[config.mk]
export PLATFORM = sky130hd
export DESIGN_NAME = lru_associative_cache
export DESIGN_NICKNAME = d
export VERILOG_FILES = /design/src/rtl/lruc_pkg.sv /design/src/rtl/lruc_front.sv /design/src/rtl/lruc_back.sv /design/src/rtl/lru_associative_cache.sv
export SDC_FILE = /design/constraint.sdc
export NUM_CORES = 2
export LEC_CHECK = 0
export ABC_AREA = 1
export BUFFER_PORTS_ARGS = -buffer_cell sky130_fd_sc_hd__buf_2
export CELL_PAD_IN_SITES_DETAIL_PLACEMENT = 2
export CELL_PAD_IN_SITES_GLOBAL_PLACEMENT = 2
export CORE_MARGIN = 8
export CORE_UTILIZATION = 35
export DETAILED_ROUTE_END_ITERATION = 12
export PLACE_DENSITY_LB_ADDON = 0.05
export RECOVER_POWER = 25
export SLEW_MARGIN = 20
export SYNTH_ARGS = -nofsm -noshare
export SYNTH_HDL_FRONTEND = slang
export SYNTH_SLANG_ARGS = --single-unit
[constraint.sdc]
create_clock -name i_clk -period 11.1 [get_ports i_clk]
set_clock_uncertainty 0.2 [all_clocks]
set_input_delay 1.665 -clock i_clk [delete_from_list [all_inputs] [get_ports i_clk]]
set_output_delay 1.665 -clock i_clk [all_outputs]
set_load 0.1 [all_outputs]
[src/rtl/lruc_pkg.sv]
// Shared types and constants for the LRU associative cache.
// No dependencies; every other file refers to this package by scoped names.
package lruc_pkg;

    localparam int MODE_W    = 2;
    localparam int KEY_W     = 32;
    localparam int PAYLOAD_W = 16;
    localparam int CFG_W     = 4;
    localparam int OCC_W     = 4;

    localparam logic [CFG_W-1:0] ACTIVE_RESET = 4'd8;
    localparam logic [OCC_W-1:0] OCC_MAX      = 4'd15;

    // Command queue between front and back end
    localparam int Q_DEPTH = 2;
    localparam int Q_PW    = 1;
    localparam int Q_FW    = 2;

    localparam logic [MODE_W-1:0] MODE_GET      = 2'd0;
    localparam logic [MODE_W-1:0] MODE_PUT      = 2'd1;
    localparam logic [MODE_W-1:0] MODE_CONTAINS = 2'd2;
    localparam logic [MODE_W-1:0] MODE_CLEAR    = 2'd3;

    typedef enum logic [3:0] {
        OP_GET      = 4'b0001,
        OP_PUT      = 4'b0010,
        OP_CONTAINS = 4'b0100,
        OP_CLEAR    = 4'b1000
    } t_op;

    typedef struct packed {
        t_op                  op;
        logic [KEY_W-1:0]     key;
        logic [PAYLOAD_W-1:0] payload;
    } t_item;

    // Queue head as seen by the back end
    typedef struct packed {
        logic  avail;
        t_item item;
    } t_q_head;

endpackage

[src/rtl/lruc_front.sv]
// Front end: accepts commands, decodes the mode and queues them for the back end.
// Depends on lruc_pkg.
module lruc_front (
    input  logic                            i_clk,
    input  logic                            i_rst_n,
    input  logic                            i_start,
    output logic                            o_busy,
    input  logic [lruc_pkg::MODE_W-1:0]     i_mode,
    input  logic [lruc_pkg::KEY_W-1:0]      i_key,
    input  logic [lruc_pkg::PAYLOAD_W-1:0]  i_payload,
    output lruc_pkg::t_q_head               o_head,
    input  logic                            i_pop
);

    lruc_pkg::t_item              r_q [lruc_pkg::Q_DEPTH];
    logic [lruc_pkg::Q_PW-1:0]    r_wr_ptr;
    logic [lruc_pkg::Q_PW-1:0]    r_rd_ptr;
    logic [lruc_pkg::Q_FW-1:0]    r_fill;
    lruc_pkg::t_op                op;
    logic                         push;
    logic                         pop;

    always_comb begin
        op = lruc_pkg::OP_GET;
        unique case (i_mode)
            lruc_pkg::MODE_GET:      op = lruc_pkg::OP_GET;
            lruc_pkg::MODE_PUT:      op = lruc_pkg::OP_PUT;
            lruc_pkg::MODE_CONTAINS: op = lruc_pkg::OP_CONTAINS;
            lruc_pkg::MODE_CLEAR:    op = lruc_pkg::OP_CLEAR;
        endcase
    end

    assign o_busy = (r_fill == lruc_pkg::Q_FW'(lruc_pkg::Q_DEPTH));
    assign push   = i_start && !o_busy;
    assign pop    = i_pop && (r_fill != '0);

    always_ff @(posedge i_clk) begin
        if (push) begin
            r_q[r_wr_ptr] <= '{op: op, key: i_key, payload: i_payload};
        end
    end

    always_ff @(posedge i_clk) begin
        if (!i_rst_n) begin
            r_wr_ptr <= '0;
            r_rd_ptr <= '0;
            r_fill   <= '0;
        end else begin
            if (push) begin
                r_wr_ptr <= r_wr_ptr + 1'b1;
            end
            if (pop) begin
                r_rd_ptr <= r_rd_ptr + 1'b1;
            end
            if (push && !pop) begin
                r_fill <= r_fill + 1'b1;
            end else if (pop && !push) begin
                r_fill <= r_fill - 1'b1;
            end
        end
    end

    assign o_head.avail = (r_fill != '0);
    assign o_head.item  = r_q[r_rd_ptr];

endmodule

[src/rtl/lruc_back.sv]
// Back end: slot storage, tag match, oldest-stamp search and slot update.
// Depends on lruc_pkg; fed by lruc_front.
module lruc_back #(
    parameter int SLOTS      = 8,
    parameter int STAMP_BITS = 32
) (
    input  logic                            i_clk,
    input  logic                            i_rst_n,
    input  lruc_pkg::t_q_head               i_head,
    output logic                            o_pop,
    input  logic [SLOTS-1:0]                i_active,
    output logic                            o_strobe,
    output logic                            o_hit,
    output logic [lruc_pkg::PAYLOAD_W-1:0]  o_data,
    output logic                            o_evicted,
    output logic [lruc_pkg::OCC_W-1:0]      o_occupancy
);

    localparam int IW = (SLOTS > 1) ? $clog2(SLOTS) : 1;
    localparam int CW = $clog2(SLOTS + 1);
    localparam int TP = 1 << $clog2(SLOTS);

    typedef enum logic [1:0] {
        S_LOOK  = 2'b01,
        S_WRITE = 2'b10
    } t_state;

    t_state                         r_state;
    t_state                         n_state;

    // Slot storage
    logic [SLOTS-1:0]               r_valid;
    logic [SLOTS-1:0]               n_valid;
    logic [lruc_pkg::KEY_W-1:0]     r_key     [SLOTS];
    logic [lruc_pkg::PAYLOAD_W-1:0] r_payload [SLOTS];
    logic [STAMP_BITS-1:0]          r_stamp   [SLOTS];
    logic [STAMP_BITS-1:0]          r_count;
    logic [STAMP_BITS-1:0]          n_count;

    // Lookup results
    lruc_pkg::t_op                  r_op;
    logic [lruc_pkg::KEY_W-1:0]     r_lk_key;
    logic [lruc_pkg::PAYLOAD_W-1:0] r_lk_payload;
    logic [lruc_pkg::PAYLOAD_W-1:0] r_lk_data;
    logic                           r_lk_hit;
    logic                           r_lk_evict;
    logic [IW-1:0]                  r_lk_idx;
    logic [CW-1:0]                  r_lk_cnt;

    // Output registers
    logic                           r_strobe;
    logic                           r_hit;
    logic [lruc_pkg::PAYLOAD_W-1:0] r_data;
    logic                           r_evict;
    logic [lruc_pkg::OCC_W-1:0]     r_occ;
    logic [lruc_pkg::OCC_W-1:0]     n_occ;

    logic [SLOTS-1:0]               live;
    logic                           match;
    logic [IW-1:0]                  match_idx;
    logic [IW-1:0]                  free_idx;
    logic                           full;
    logic [CW-1:0]                  cnt;
    logic [CW-1:0]                  cnt_after;
    logic                           look;
    logic                           store;
    logic                           bump;

    // Oldest-stamp tree: leaves at TP..2*TP-1, root at 1
    logic                           tv [2*TP];
    logic [STAMP_BITS-1:0]          ts [2*TP];
    logic [IW-1:0]                  ti [2*TP];

    assign look = (r_state == S_LOOK) && i_head.avail;
    assign o_pop = look;

    always_comb begin
        live      = r_valid & i_active;
        match     = 1'b0;
        match_idx = '0;
        free_idx  = '0;
        for (int i = SLOTS - 1; i >= 0; i--) begin
            if (live[i] && (r_key[i] == i_head.item.key)) begin
                match     = 1'b1;
                match_idx = IW'(i);
            end
            if (!live[i] && i_active[i]) begin
                free_idx = IW'(i);
            end
        end
        full = (live == i_active);
        cnt  = CW'($countones(live));
    end

    always_comb begin
        for (int j = 0; j < TP; j++) begin
            tv[TP + j] = 1'b0;
            ts[TP + j] = '0;
            ti[TP + j] = IW'(j);
            if (j < SLOTS) begin
                tv[TP + j] = live[j];
                ts[TP + j] = r_stamp[j];
            end
        end
        tv[0] = 1'b0;
        ts[0] = '0;
        ti[0] = '0;
        // Left child wins ties: it holds the lower slot index
        for (int k = TP - 1; k >= 1; k--) begin
            if (tv[2*k] && (!tv[2*k+1] || (ts[2*k] <= ts[2*k+1]))) begin
                tv[k] = tv[2*k];
                ts[k] = ts[2*k];
                ti[k] = ti[2*k];
            end else begin
                tv[k] = tv[2*k+1];
                ts[k] = ts[2*k+1];
                ti[k] = ti[2*k+1];
            end
        end
    end

    assign store = (r_state == S_WRITE) && (r_op == lruc_pkg::OP_PUT) && !r_lk_hit;
    assign bump  = (r_state == S_WRITE) &&
                   ((r_op == lruc_pkg::OP_PUT) || ((r_op == lruc_pkg::OP_GET) && r_lk_hit));

    always_comb begin
        n_count = (r_count != '1) ? r_count + 1'b1 : r_count;

        n_valid = r_valid;
        if (r_state == S_WRITE) begin
            if (r_op == lruc_pkg::OP_CLEAR) begin
                n_valid = '0;
            end else if (store) begin
                n_valid[r_lk_idx] = 1'b1;
            end
        end
        // Drop slots outside the active range
        n_valid = n_valid & i_active;

        // An eviction reuses the victim's slot, so only a plain store adds one
        cnt_after = r_lk_cnt;
        if (r_op == lruc_pkg::OP_CLEAR) begin
            cnt_after = '0;
        end else if (store && !r_lk_evict) begin
            cnt_after = r_lk_cnt + 1'b1;
        end
        if (int'(cnt_after) > int'(lruc_pkg::OCC_MAX)) begin
            n_occ = lruc_pkg::OCC_MAX;
        end else begin
            n_occ = lruc_pkg::OCC_W'(cnt_after);
        end

        n_state = r_state;
        unique case (r_state)
            S_LOOK:  if (i_head.avail) n_state = S_WRITE;
            S_WRITE: n_state = S_LOOK;
            default: n_state = S_LOOK;
        endcase
    end

    always_ff @(posedge i_clk) begin
        if (look) begin
            r_op         <= i_head.item.op;
            r_lk_key     <= i_head.item.key;
            r_lk_payload <= i_head.item.payload;
            r_lk_hit     <= match && (i_head.item.op != lruc_pkg::OP_CLEAR);
            r_lk_evict   <= (i_head.item.op == lruc_pkg::OP_PUT) && !match && full;
            r_lk_idx     <= match ? match_idx : (full ? ti[1] : free_idx);
            r_lk_data    <= r_payload[match_idx];
            r_lk_cnt     <= cnt;
        end
        if (bump) begin
            r_stamp[r_lk_idx] <= n_count;
        end
        if (store) begin
            r_key[r_lk_idx]     <= r_lk_key;
            r_payload[r_lk_idx] <= r_lk_payload;
        end
        if (r_state == S_WRITE) begin
            r_hit   <= r_lk_hit;
            r_data  <= ((r_op == lruc_pkg::OP_GET) && r_lk_hit) ? r_lk_data : '0;
            r_evict <= r_lk_evict;
            r_occ   <= n_occ;
        end
    end

    always_ff @(posedge i_clk) begin
        if (!i_rst_n) begin
            r_state  <= S_LOOK;
            r_valid  <= '0;
            r_count  <= '0;
            r_strobe <= 1'b0;
        end else begin
            r_state  <= n_state;
            r_valid  <= n_valid;
            r_strobe <= (r_state == S_WRITE);
            if (bump) begin
                r_count <= n_count;
            end
        end
    end

    assign o_strobe    = r_strobe;
    assign o_hit       = r_hit;
    assign o_data      = r_data;
    assign o_evicted   = r_evict;
    assign o_occupancy = r_occ;

endmodule

[src/rtl/lru_associative_cache.sv]
// Top level of the fully associative LRU cache: active-slot register and
// the front/back split. Depends on lruc_pkg, lruc_front and lruc_back.
//
//  channel   handshake                 payload
//  command   start / busy              i_mode, i_key, i_payload
//  result    o_strobe (one cycle)      o_hit, o_data, o_evicted, o_occupancy
//  config    i_cfg_valid / o_cfg_ready i_cfg_data (active slot count)
//
// A command is taken when start is high and busy is low and lands in a
// two-entry queue. The back end handles each command as a tag match and
// oldest-stamp search followed by a slot update, and takes up the next
// command only after that update; the result is registered in the update step.
// busy rises only when the queue is full. Results cannot be held off.
// Synchronous active-low reset empties all slots, zeroes the access counter
// and sets the active count to eight; no clearing pass is needed.
module lru_associative_cache #(
    parameter int SLOTS      = 8,
    parameter int STAMP_BITS = 32
) (
    input  logic                            i_clk,
    input  logic                            i_rst_n,
    input  logic                            start,
    output logic                            busy,
    input  logic [lruc_pkg::MODE_W-1:0]     i_mode,
    input  logic [lruc_pkg::KEY_W-1:0]      i_key,
    input  logic [lruc_pkg::PAYLOAD_W-1:0]  i_payload,
    output logic                            o_strobe,
    output logic                            o_hit,
    output logic [lruc_pkg::PAYLOAD_W-1:0]  o_data,
    output logic                            o_evicted,
    output logic [lruc_pkg::OCC_W-1:0]      o_occupancy,
    input  logic                            i_cfg_valid,
    output logic                            o_cfg_ready,
    input  logic [lruc_pkg::CFG_W-1:0]      i_cfg_data
);

    logic [lruc_pkg::CFG_W-1:0] r_active_slots;
    logic [SLOTS-1:0]           active_mask;
    lruc_pkg::t_q_head          head;
    logic                       pop;

    assign o_cfg_ready = 1'b1;

    always_ff @(posedge i_clk) begin
        if (!i_rst_n) begin
            r_active_slots <= lruc_pkg::ACTIVE_RESET;
        end else if (i_cfg_valid && o_cfg_ready) begin
            r_active_slots <= i_cfg_data;
        end
    end

    // Zero acts as one; counts above SLOTS enable every slot
    always_comb begin
        for (int i = 0; i < SLOTS; i++) begin
            active_mask[i] = (i == 0) || (i < int'(r_active_slots));
        end
    end

    lruc_front u_front (
        .i_clk     (i_clk),
        .i_rst_n   (i_rst_n),
        .i_start   (start),
        .o_busy    (busy),
        .i_mode    (i_mode),
        .i_key     (i_key),
        .i_payload (i_payload),
        .o_head    (head),
        .i_pop     (pop)
    );

    lruc_back #(
        .SLOTS      (SLOTS),
        .STAMP_BITS (STAMP_BITS)
    ) u_back (
        .i_clk       (i_clk),
        .i_rst_n     (i_rst_n),
        .i_head      (head),
        .o_pop       (pop),
        .i_active    (active_mask),
        .o_strobe    (o_strobe),
        .o_hit       (o_hit),
        .o_data      (o_data),
        .o_evicted   (o_evicted),
        .o_occupancy (o_occupancy)
    );

endmodule
# ---- Yosys cells after proc, flatten, opt, wreduce, memory -nomap -nowiden
# Memory sizes are Yosys's and may differ from the RTL's. A register that Yosys moved wholly into a read port is not among the register bits.
# Index checks and enable logic that the tools add are counted.
dict set report op_classes {
  n_eq_ne 21
  muxes 63
  add_sub_neg 13
  reduce_logical 64
  n_div 0
  shift 0
  bitwise_logic 3
  magnitude_cmp 16
  mul 0
}
# operator count
set op_table {}
lappend op_table {{$eq 32x32->1} 8}
lappend op_table {{$le 32x32->1} 7}
lappend op_table {{$mux 32} 7}
lappend op_table {{$mux 3} 19}
lappend op_table {{$logic_and 1x1->1} 36}
lappend op_table {{$add 32x1->32 const B} 1}
lappend op_table {{$ne 32x32->1 const B} 1}
lappend op_table {{$mux 1} 27}
lappend op_table {{$mux 8} 3}
lappend op_table {{$and 8x8->8} 2}
lappend op_table {{$logic_not 1->1} 16}
lappend op_table {{$lt 3x4->1 const A} 4}
lappend op_table {{$pmux 4 s4} 1}
lappend op_table {{$add 4x4->4} 3}
lappend op_table {{$add 1x1->2} 4}
lappend op_table {{$eq 2x2->1 const B} 4}
lappend op_table {{$eq 4x2->1 const B} 2}
lappend op_table {{$eq 8x8->1} 1}
lappend op_table {{$logic_or 1x1->1} 8}
lappend op_table {{$lt 2x4->1 const A} 2}
lappend op_table {{$mux 2} 4}
lappend op_table {{$or 8x8->8} 1}
lappend op_table {{$add 4x1->4 const B} 1}
lappend op_table {{$eq 2x1->1 const B} 2}
lappend op_table {{other kinds (14)} 16}
dict set report word_totals {
  inputBits 58
  wordCells 203
  mem_count 4
  mem_bits_rw 744
  output_inout_bits 25
  ff_bits 134
  mem_bits_ro 0
  latch_bits 0
}
# memory depth word_bits rd rd_clocked_by_memory_dff wr line
set memory_table {}
lappend memory_table {u_back.r_key 8 32 8 0 1 lruc_back.sv:34} ;# logic [lruc_pkg::KEY_W-1:0] r_key [SLOTS];
lappend memory_table {u_back.r_stamp 8 32 8 0 1 lruc_back.sv:36} ;# logic [STAMP_BITS-1:0] r_stamp [SLOTS];
lappend memory_table {u_back.r_payload 8 16 1 1 1 lruc_back.sv:35} ;# logic [lruc_pkg::PAYLOAD_W-1:0] r_payload [SLOTS];
lappend memory_table {u_front.r_q 2 52 1 1 1 lruc_front.sv:15} ;# lruc_pkg::t_item r_q [lruc_pkg::Q_DEPTH];

# ---- Longest topological paths before layout
dict set report depth {
  word_depth 16
  depth_mapped 49
}

# ---- By module
# From an unflattened synthesis, not the netlist that was laid out.
dict set report hier_totals {
  hier_cells 4644
  area_unflattened_um2 46123.0
}
# module area_per_inst_um2 instances cells_each seq_area_each_um2
set by_module_without_submodules {}
lappend by_module_without_submodules {lruc_back 41619.9 1 4400 23052.1}
lappend by_module_without_submodules {lruc_front 4279.1 1 206 3223.1}
lappend by_module_without_submodules {lru_associative_cache 224.0 1 38 80.1}

# ---- Least setup slack after synthesis
# No wires, ideal clock.
dict set report synth_timing {
  path_kind {register to register}
  startpoint {register u_front.r_fill[0] (netlist bit)}
  endpoint {register u_front.r_fill[1] (netlist bit)}
  setup_ns 0.122
  stages_incl_launch_ff 9
  setup_slack_ns 3.713
  arrival_ns 7.065
  required_time_ns 10.778
  cell_sequence {dfxtp_1 > nor2_1 > nor3_1 > inv_1 > ha_1 > a21oi_1 > o21ai_0 > o21ai_0 > a21oi_1}
}
dict set report synth_between {
  elab_chain_cells 6
  word_cells_on_any_way 15
  classes_between {2 x add/sub; 1 x eq/ne; 2 x mux; 10 x reduce/logical}
}
# element line
set synth_lines {}
lappend synth_lines {{start: declaration} lruc_front.sv:18} ;# logic [lruc_pkg::Q_FW-1:0] r_fill;
lappend synth_lines {{start signal: assignment} lruc_front.sv:56} ;# r_fill <= r_fill + 1'b1;
lappend synth_lines {{start signal: assignment} lruc_front.sv:58} ;# r_fill <= r_fill - 1'b1;
lappend synth_lines {{$reduce_bool 2->1 (*)} lruc_front.sv:63} ;# assign o_head.avail = (r_fill != '0);
lappend synth_lines {{$logic_and 1x1->1 (*)} lruc_back.sv:74} ;# assign look = (r_state == S_LOOK) && i_head.avail;
lappend synth_lines {{via pop} lru_associative_cache.sv:40} ;# logic pop;
lappend synth_lines {{$logic_and 1x1->1 (*)} lruc_front.sv:35} ;# assign pop = i_pop && (r_fill != '0);
lappend synth_lines {{$logic_not 1->1} lruc_front.sv:55} ;# if (push && !pop) begin
lappend synth_lines {{$logic_and 1x1->1} lruc_front.sv:55}
lappend synth_lines {{$mux 2 / $reduce_bool 2->1 (equally long branches)} --}
# The timed path passes the listed nets; every way through them passes the cells marked *. The select of a mux whose other input is x is not followed.
# A chain may end at the register's enable or synchronous reset.

==> reports/metrics.yaml <==
setup_path:
  startpoint_type: "flop"
  endpoint_kind: "flop"
  cpLargestDelayFamily: "simple AND/OR/NAND/NOR gates"
  crit_arrival_ns: 9.84
  crit_top_cell: "nand2_1"
  crit_required_ns: 11.36
  crit_buf_inv: 1
  worstSetupPathType: "flop to flop"
  reg2reg_setup_slack_ns: 1.52
  cpPeakStageDelay_ns: 0.93
  worst-path-max-fanout: 34
  crit_slowest_cell: "nor4_1"
floorplanning:
  ios: 83
  dieArea_mm2: 0.142
  die_h_um: 377
  die_w_um: 377
  start_util_pct: 35.2
  fp-row-count: 132
  fp.coreArea_mm2: 0.129
timing:
  hold_viol_final: 0
  finalSetupViolCount: 0
  worstMarginPinSlew_ns: 1.19
  rsz0062_at_grt: "no"
  post-route-period-util_pct: 86.3
  worst_hold_slack_ns: 0.274
  max_freq_mhz: 104
  tns_ns: 0
  finalMaxSlewViolations: 0
  finalCriticalPeriod_ns: 9.58
  relSlewSlack_pct: 20.0
pwr:
  combinationalPowerShare_pct: 21.6
  clkPwrFrac_pct: 34.3
  switchingPower_w: 0.00362
  internal_power_w: 0.00672
  swShare_pct: 35.0
  ir_drop_v: 0.000151
  power_density_mw_per_mm2: 200
  leakage_nw: 21.3
  pwr-share-seq_pct: 44.1
global_route:
  gr-total-overflow: 0
  antenna_found_initial: 13
  grt_pass1_vias: 37000
  grt_pass1_wl_um: 242000
  grt_max_degree: 66
  grt_usage_pct: 22.9
placement:
  place.port_buffers: 81
  placed_cells: 6444
  gp_congestion: 0.890
  dp_hpwl_um: 122000
routing:
  ant_nets: 0
  vias: 34400
  first_pass_iters: 5
  drc: 0
  viasPerCell: 5.17
  avgRoutedWirePerCell_um: 24.9
  drt_iter0_markers: 2060
  wl_um: 165000
synthesis:
  synth_edf_count: 843
  yosysTopAreaCell: "edfxtp_1"
  synth_flop_cell: "edfxtp_1"
  synthTopCellsByArea: "edfxtp_1, nand2_1, ha_1"
  yosysSeqAreaShare_pct: 57.9
  synth.top_cell.area_share_pct: 55.6
  synth_cells: 4673
  async_flop_share_pct: 0
  syn-cell-area_mm2: 0.0455
  synth_warnings: 0
  synth_seq_cells: 895
  syn_area_per_cell_um2: 9.74
  synth_cell_type_count: 55
  syn_nets: 4972
clocking:
  cts_buffers: 106
  post_cts_resize_count: 0
  cts_tree: "done"
  cts.sinks: 895
  clock_latency_ns: 0.74
  postCtsSetupBuffers: 0
  hold_buffers: 0
  cts_root_buf: "clkbuf_16"
  cts_htree_levels: 3
  clk_path_buf_depth: 3
  clkTransAtPathRegs_ns: 0.06
finish:
  syn2layout_area_growth_pct: 13.6
  stdcell_count: 6642
  layout_commonest_cell: "nand2_1"
  final_cell_mix: "nand2_1, edfxtp_1, inv_1"
  drive_gt1_share_pct: 7.54
  nets: 5109
run:
  drv_cap: 0
worst_hold_path:
  hold_class: "flop to flop"
status:
  status: "completed"
-- metal layers --
layer	track usage, %	up-vias	wire (um)
li1	-	16100	-
met1	29.4	17400	72200
met2	39.8	672	80300
met3	3.15	265	6690
met4	7.84	0	6160
met5	0	-	0
-- synthesized netlist by cell type, drive strengths merged, types with 23 or more instances --
master     n
nor2     330
clkbuf    64
nand3    278
xor2      88
nor3     116
or2       30
buf       40
nand2   1178
nor4      49
edfxtp   843
xnor2     51
nand4     85
nand3b    23
dfxtp     52
a21oi    166
o21ai    287
ha       237
inv      657
-- power by group through the flow --
stage	combinational, W	sequential, W	clock, W
4_1_cts	0.00224	0.00457	0.00364
3_3_place_gp	0.00218	0.00462	0
2_1_floorplan	0.00129	0.00444	0
6_report	0.00224	0.00456	0.00355
5_1_grt	0.00242	0.00458	0.00375
3_5_place_dp	0.00222	0.00463	0
-- registers in the layout, indices dropped and copies added (netlist names), 2 cells and up, named ones only --
| register | cells |
|---|---|
| u_back.r_key | 256 |
| u_front.r_q | 104 |
| r_active_slots | 4 |
| u_back.r_lk_payload | 16 |
| u_back.r_valid | 8 |
| u_front.r_fill | 2 |
| u_back.r_count | 32 |
| u_back.o_data | 16 |
| u_back.r_lk_data | 16 |
| u_back.r_op | 4 |
| u_back.r_payload | 128 |
| u_back.r_lk_cnt | 4 |
| u_back.r_lk_idx | 3 |
| u_back.o_occupancy | 4 |
| u_back.r_state | 2 |
| u_back.r_stamp | 256 |
| u_back.r_lk_key | 32 |
-- worst register-to-register path: cells and delay by family (launching register included) --
| kind | cells | cell delay, ns |
|---|---|---|
| AND/OR/NAND/NOR | 20 | 4.76 |
| AO/OA/AOI/OAI | 6 | 2.45 |
| adder cells (fa/ha/maj) | 3 | 1.06 |
| flip-flops | 1 | 0.40 |
| buffers and inverters | 1 | 0.45 |
-- cell families after synthesis --
| family | Yosys count | synth area share [%] |
|---|---|---|
| AND/OR/NAND/NOR | 2122 | 20.1 |
| flip-flops | 895 | 57.9 |
| buffers and inverters | 764 | 6.57 |
| AO/OA/AOI/OAI | 510 | 5.97 |
| adder cells (fa/ha/maj) | 241 | 6.69 |
| XOR/XNOR | 139 | 2.69 |
| other | 1 | 0.00824 |
| multiplexers | 1 | 0.0220 |
-- cell type report --
cell class                 instances  area, um2
antenna                            3       7.51
clock buffer                     138       2870
clock inverter                    57        603
fill                           13900      77600
inverter                         660       2480
multi-input combinational       3014      16400
sequential                       895      26400
tap                             1742       2180
timing repair buffer             133        803
-- metrics by stage --
step	cell area, um2	util, %	setup slack [ns]	power (W)
CTS	51700	40.0	1.44	0.0104
global route	51700	40.0	1.09	0.0108
floorplan	45500	-	3.71	0.00573
detailed placement	48200	37.3	1.48	0.00685
finish	51700	40.0	1.52	0.0103
global placement	48200	37.2	1.16	0.00680
-- worst paths after layout --
check | start | endpoint | depth (start not counted)
setup / recovery | u_back.r_stamp[4][31]$_DFFE_PP_ | u_back.r_lk_idx[0]$_DFFE_PP_ | 30
setup reg to reg | u_back.r_stamp[4][31]$_DFFE_PP_ | u_back.r_lk_idx[0]$_DFFE_PP_ | 30
hold / removal | u_front.r_rd_ptr$_SDFFE_PN0P_ | u_front.r_rd_ptr$_SDFFE_PN0P_ | 1
hold reg to reg | u_front.r_rd_ptr$_SDFFE_PN0P_ | u_front.r_rd_ptr$_SDFFE_PN0P_ | 1
(Power assumes the default switching activity.)
